### src/rtl/nsf_pkg.sv
`timescale 1ns / 1ps
// Shared widths, codes and arithmetic steps of the nonlinear spring force block.
// No dependencies; every other file of the block imports this package.
package nsf_pkg;

    // Fixed point
    localparam int FRAC_BITS = 16;

    // Field and datapath widths
    localparam int IN_W      = 32;              // point and anchor coordinates
    localparam int R_W       = IN_W + 1;        // exact offset, signed
    localparam int M_W       = R_W;             // offset magnitude, unsigned
    localparam int SQ_W      = 2 * M_W;         // square of a magnitude, sum of three
    localparam int H_W       = 31;              // offset height
    localparam int H2_W      = 2 * H_W;
    localparam int L0_W      = 31;              // rest length
    localparam int K_W       = 32;              // stiffness
    localparam int RAD_W     = SQ_W;            // radicand
    localparam int ROOT_W    = RAD_W / 2;       // root
    localparam int REM_W     = ROOT_W + 2;      // root remainder
    localparam int DV_W      = ROOT_W;          // divisor (d or s)
    localparam int E_W       = ROOT_W;          // |s - L0|, |d - L0|
    localparam int P_W       = 2 * E_W;         // their product
    localparam int T_W       = 62;              // quotient t, below 2^62
    localparam int U_W       = T_W + K_W;       // t * k
    localparam int F_W       = U_W - FRAC_BITS + 1;
    localparam int FC_W      = (F_W + 2) / 3;   // chunk of f per partial product
    localparam int FP_W      = 3 * FC_W;
    localparam int N_W       = F_W + M_W;       // f * |r_i|
    localparam int FORCE_W   = 48;
    localparam int Q_W       = FORCE_W;         // quotient bits kept per component
    localparam int NH_W      = N_W - Q_W;
    localparam int LEN_W     = 34;
    localparam int CFG_IDX_W = 3;

    // Pipeline depths
    localparam int SQRT_LAT = ROOT_W;
    localparam int QDIV_LAT = T_W;
    localparam int FDIV_LAT = Q_W + 2;

    localparam logic [FORCE_W-1:0] FORCE_MAX = {1'b0, {(FORCE_W-1){1'b1}}};
    localparam logic [FORCE_W-1:0] FORCE_MIN = {1'b1, {(FORCE_W-1){1'b0}}};

    typedef enum logic [CFG_IDX_W-1:0] {
        CFG_ANCHOR_X    = 3'd0,
        CFG_ANCHOR_Y    = 3'd1,
        CFG_ANCHOR_Z    = 3'd2,
        CFG_STIFFNESS   = 3'd3,
        CFG_HEIGHT      = 3'd4,
        CFG_REST_LENGTH = 3'd5
    } t_cfg_idx;

    // One digit of the square root
    typedef struct packed {
        logic [REM_W-1:0]  rem;
        logic [ROOT_W-1:0] root;
        logic [RAD_W-1:0]  rad;
    } t_root_st;

    // One bit of a restoring division
    typedef struct packed {
        logic            q;
        logic [DV_W-1:0] rem;
    } t_div_st;

    // Per-component flags that ride along the force divider
    typedef struct packed {
        logic neg;
        logic zero;
    } t_force_flags;

    function automatic t_root_st sqrt_step(input t_root_st st);
        logic [REM_W+1:0] rs;
        logic [REM_W+1:0] trial;
        t_root_st         nx;
        rs      = {st.rem, st.rad[RAD_W-1 -: 2]};
        trial   = {2'b00, st.root, 2'b01};
        nx.rad  = {st.rad[RAD_W-3:0], 2'b00};
        if (rs >= trial) begin
            nx.rem  = REM_W'(rs - trial);
            nx.root = {st.root[ROOT_W-2:0], 1'b1};
        end else begin
            nx.rem  = rs[REM_W-1:0];
            nx.root = {st.root[ROOT_W-2:0], 1'b0};
        end
        return nx;
    endfunction

    function automatic t_div_st div_step(input logic [DV_W-1:0] rem, input logic nb,
                                         input logic [DV_W-1:0] dv);
        logic [DV_W:0] rs;
        t_div_st       r;
        rs = {rem, nb};
        if (rs >= {1'b0, dv}) begin
            r.q   = 1'b1;
            r.rem = DV_W'(rs - {1'b0, dv});
        end else begin
            r.q   = 1'b0;
            r.rem = rs[DV_W-1:0];
        end
        return r;
    endfunction

endpackage

### src/rtl/nsf_sqrt_pipe.sv
`timescale 1ns / 1ps
// Pipelined integer square root, one result bit per register stage.
// Depends on nsf_pkg (widths, sqrt_step).
module nsf_sqrt_pipe (
    input  logic                        i_clk,
    input  logic [nsf_pkg::RAD_W-1:0]   i_rad,
    output logic [nsf_pkg::ROOT_W-1:0]  o_root
);
    import nsf_pkg::*;

    t_root_st r_st [0:SQRT_LAT-1];
    t_root_st w_init;

    // Start with empty remainder and root
    always_comb begin
        w_init.rem  = '0;
        w_init.root = '0;
        w_init.rad  = i_rad;
    end

    for (genvar j = 0; j < SQRT_LAT; j++) begin : g_stage
        t_root_st n_st;
        if (j == 0) begin : g_first
            assign n_st = sqrt_step(w_init);
        end else begin : g_next
            assign n_st = sqrt_step(r_st[j-1]);
        end
        // Advance one digit
        always_ff @(posedge i_clk) begin
            r_st[j] <= n_st;
        end
    end

    assign o_root = r_st[SQRT_LAT-1].root;

endmodule

### config.mk
export PLATFORM = sky130hd
export DESIGN_NAME = nsf_sqrt_pipe
export DESIGN_NICKNAME = d
export VERILOG_FILES = /design/src/rtl/nsf_pkg.sv /design/src/rtl/nsf_sqrt_pipe.sv
export SDC_FILE = /design/constraint.sdc
export NUM_CORES = 2
export LEC_CHECK = 0
export BUFFER_PORTS_ARGS = -buffer_cell sky130_fd_sc_hd__buf_2
export CORE_ASPECT_RATIO = 0.5
export CORE_MARGIN = 1
export CORE_UTILIZATION = 55
export DETAILED_ROUTE_END_ITERATION = 8
export GPL_TIMING_DRIVEN = 0
export PLACE_DENSITY = 0.71
export SYNTH_ARGS = -nofsm -noshare
export SYNTH_HDL_FRONTEND = slang
export SYNTH_MEMORY_MAX_BITS = 65536
export SYNTH_SLANG_ARGS = --single-unit
export TNS_END_PERCENT = 1
### constraint.sdc
create_clock -name i_clk -period 4.05 [get_ports i_clk]
set_input_delay 0.81 -clock i_clk [delete_from_list [all_inputs] [get_ports i_clk]]
set_output_delay 0.81 -clock i_clk [all_outputs]
set_load 0.05 [all_outputs]
==> key figures <==
Run status
  – Status: finished, final reports clean

Route
  – Routed via count: 65320
  – Initial DRC count: 4014
  – Post-Route WL: 198400 um
  – DR DRC count: 0
  – WL/cell: 15.87 um
  – Pre-antenna DRT Iters: 6
  – DR vias/cell: 5.224
  – ANT nets after route: 0

Synthesis
  – Avg Inst Size Synth: 10.22 um2
  – Main synth FF type: dfxtp_1
  – Syn Inst Count: 9577
  – Syn_nets: 10240
  – Synth area leader: dfxtp_1
  – Register area share after synthesis: 54.92%
  – Post-Syn Area: 0.09783 mm2
  – Yosys cell types: 84
  – Post-synth ARST share: 0%
  – Synth Warn #: 0
  – Post-synth EDFFs: 0
  – Ranking of synthesized cells by area: dfxtp_1, ha_1, xnor2_1, xor2_1, a21oi_1
  – Share of the synthesized area in the top cell type: 54.92%
  – Flops & latches, synth: 2684

Worst setup path
  – Startpoint Class: flop
  – Setup CP Type: flop to flop
  – Critical-path maximum fanout: 10
  – Critical-path top delay cell: or4_1
  – Sum of buffers and inverters on the critical path: 3
  – Reg2reg start: r_st[0][1519]
  – Top Family by Delay on Critical Path: simple AND/OR/NAND/NOR gates
  – Req. time, crit path: 4.83 ns
  – Crit. End Element: flop
  – R2R setup slack: 0.06 ns
  – Worst Path Arrival: 4.76 ns
  – Crit-path cells: inv_1 -> ha_1 -> nand4_1 -> or4_1 -> o211a_1 -> o211a_1 -> and3_1 -> clkbuf_1 -> or4b_1 -> or3_1 -> clkbuf_1 -> nor4_1 -> xor2_1
  – Worst Reg-to-Reg Cells: 13
  – Slowest stage delay, CP: 0.61 ns
  – Worst R2R End: r_st[0][1709]

STA
  – Slew HR: 14.86%
  – Sum Neg Setup Slack: 0 ns
  – Max Freq: 250.8 MHz
  – Layout Skew: 0.05922 ns
  – Slew Viols, Final: 0
  – RSZ-0062 raised after global routing: yes
  – Final worst path period share: 98.45%
  – Final hold violation count: 0
  – Setup WS post-layout: 0.06295 ns
  – Measured slew at the worst slew-check pin: 1.261 ns
  – Worst hold margin: 0.06698 ns
  – Final min period: 3.987 ns
  – Final setup violation count: 0

Power
  – Clock power share: 33.9%
  – Leakage power: 0.05180 uW
  – Peak supply drop: 0.0004210 V
  – Switching share of total power: 27.31%
  – Reg power frac: 50.8%
  – Internal power: 48060 uW
  – Logic pwr share: 15.3%
  – Switching pwr: 18060 uW
  – Cell Pwr Density: 602.3 mW/mm2

CTS
  – CTS max path bufs: 4
  – Clk slew on worst S/H paths: 0.07 ns
  – H-tree depth: 4
  – CTS root buffer: clkbuf_16
  – Cts bufs inserted: 222
  – Clock latency on the worst-skew pair: 0.87 ns
  – CTS tree: done
  – Clk sinks: 2684

Final layout
  – Post-route insts no fill: 12500
  – Biggest regs: r_st: 2684 flops
  – Layout Utilization: 62.16%
  – Biggest register: r_st
  – Most frequent cells in the layout: dfxtp_1, inv_1, a21oi_1
  – P&R area growth vs syn: 12.22%
  – Layout cell share with drive strength beyond 1: 7.444%
  – Max reg flops: 2684
  – Nets@finish: 10600
  – Commonest non-fill, non-tap cell in the layout: dfxtp_1

Global routing
  – GRT Total Usage: 21.53%
  – Initial antenna violation count: 1
  – Vias in the first global route: 63330
  – GR Overflow Total: 0
  – First-pass GRT wire length: 317700 um
  – Largest net degree at the start of global routing: 20

Placement
  – Cells after DPL: 12060
  – Port bufs: 99
  – Pre-CTS setup slack: -1.119 ns
  – Final GP Congestion: 0.9425
  – DPL Wire Length: 149200 um

Worst hold path
  – HP Class: input port to flop
  – Hold Path Depth: 1
  – Min-delay src: i_rad[37]
  – Hold Crit Endpoint: r_st[0][37]

Floorplan
  – Die ar.: 0.1797 mm2
  – IO Count: 100
  – Die width: 598.5 um
  – Initial Util: 55.39%
  – Core area: 0.1766 mm2
  – Die height: 300.2 um
  – # rows: 109

Run
  – Max Cap Viol: 0
-- worst register-to-register path, delay by kind of cell, from the launching register on --
kind,cells,cell delay (ns)
XOR/XNOR,1,0.16
flip-flops,1,0.34
AND/OR/NAND/NOR,6,2.19
adder cells (fa/ha/maj),1,0.39
AO/OA/AOI/OAI,2,0.34
buffers and inverters,3,0.49
-- cell type report --
class,instances,area [um2]
well taps,2386,2985
fillers,14550,66820
clock inverters,117,1577
multi-input cells,5949,40750
repair buffers,138,878.3
clock buffers,284,6151
plain buffers,202,929.6
diodes,2,5.005
flip-flops and latches,2684,53730
inverters,741,2783
-- stage by stage --
step / instance area, um2 / total power [uW]
finish: 109800 / 66120
global route: 109800 / 69490
CTS: 109600 / 66590
detailed placement: 101300 / 43990
global placement: 101300 / 43790
floorplan: 97830 / 40970
-- kinds of logic (layout without fill, tap and decap cells) --
logic type / count (synthesis) / in the layout / share of synthesized area (%)
DFF: 2684 / 2684 / 54.92
and+or+nand+nor: 2473 / 2473 / 12.55
AOI/OAI and AO/OA: 1886 / 1886 / 12.02
buffers and inverters: 944 / 1482 / 3.759
xor gates and xnor gates: 894 / 894 / 8.003
adders and majority gates: 596 / 596 / 7.622
muxes: 99 / 99 / 1.128
other: 1 / 3 / 0.003833
-- power groups by stage --
stage	Sequential [uW]	Clock [uW]	Combinational [uW]
2_1_floorplan	33100	0	7910
3_3_place_gp	34000	0	9790
3_5_place_dp	34100	0	9910
4_1_cts	33500	23000	10100
5_1_grt	34000	24200	11300
6_report	33600	22400	10100
-- per-layer routing --
metal  GRT usage (%)  vias up  share of wire, %
met5               0        -                 0
met4           8.483        0               3.8
met3           3.387      415               4.2
met2           37.73     1315                48
met1           26.57    30070                44
li1                -    33520                 -
-- timing repair --
action / in CTS / in global routing
buffers inserted: 1 / 2
pin swaps: 3 / 3
setup endpoints to repair: 279 / 258
endpoints found under the hold margin: 36 / 0
hold buffers: 36 / 0
resized for setup: 52 / 51
-- cells in the mapped netlist, drive strengths merged, types with 33 or more instances --
cell and count:
dfxtp 2684, inv 740, a21oi 626, nor2 607, nand2 602, ha 596
xnor2 470, o21ai 436, xor2 424, a21o 276, nor3 245, clkbuf 156
nand3 147, nand2b 140, nor4 128, o21a 104, or3 101, mux2 90
nand4 85, nor2b 85, and3 70, or4 69, or2 53, a31oi 50
o31ai 49, buf 47, o21bai 42, a211oi 33, and2 33
-- how the worst max path moves through the flow --
stage	to	start	cells past startpoint	slack [ns]
2_1_floorplan	r_st[0][1836]	r_st[0][1702]	11	0.45
3_3_place_gp	r_st[0][3794]	r_st[0][3628]	13	-1.11
3_5_place_dp	r_st[0][3794]	r_st[0][3628]	13	-1.12
4_1_cts	r_st[0][1451]	r_st[0][1298]	11	-0.02
5_1_grt	r_st[0][1709]	r_st[0][1519]	13	-0.19
6_report	r_st[0][1709]	r_st[0][1519]	13	0.06
Power figures use the tool's default switching activity.
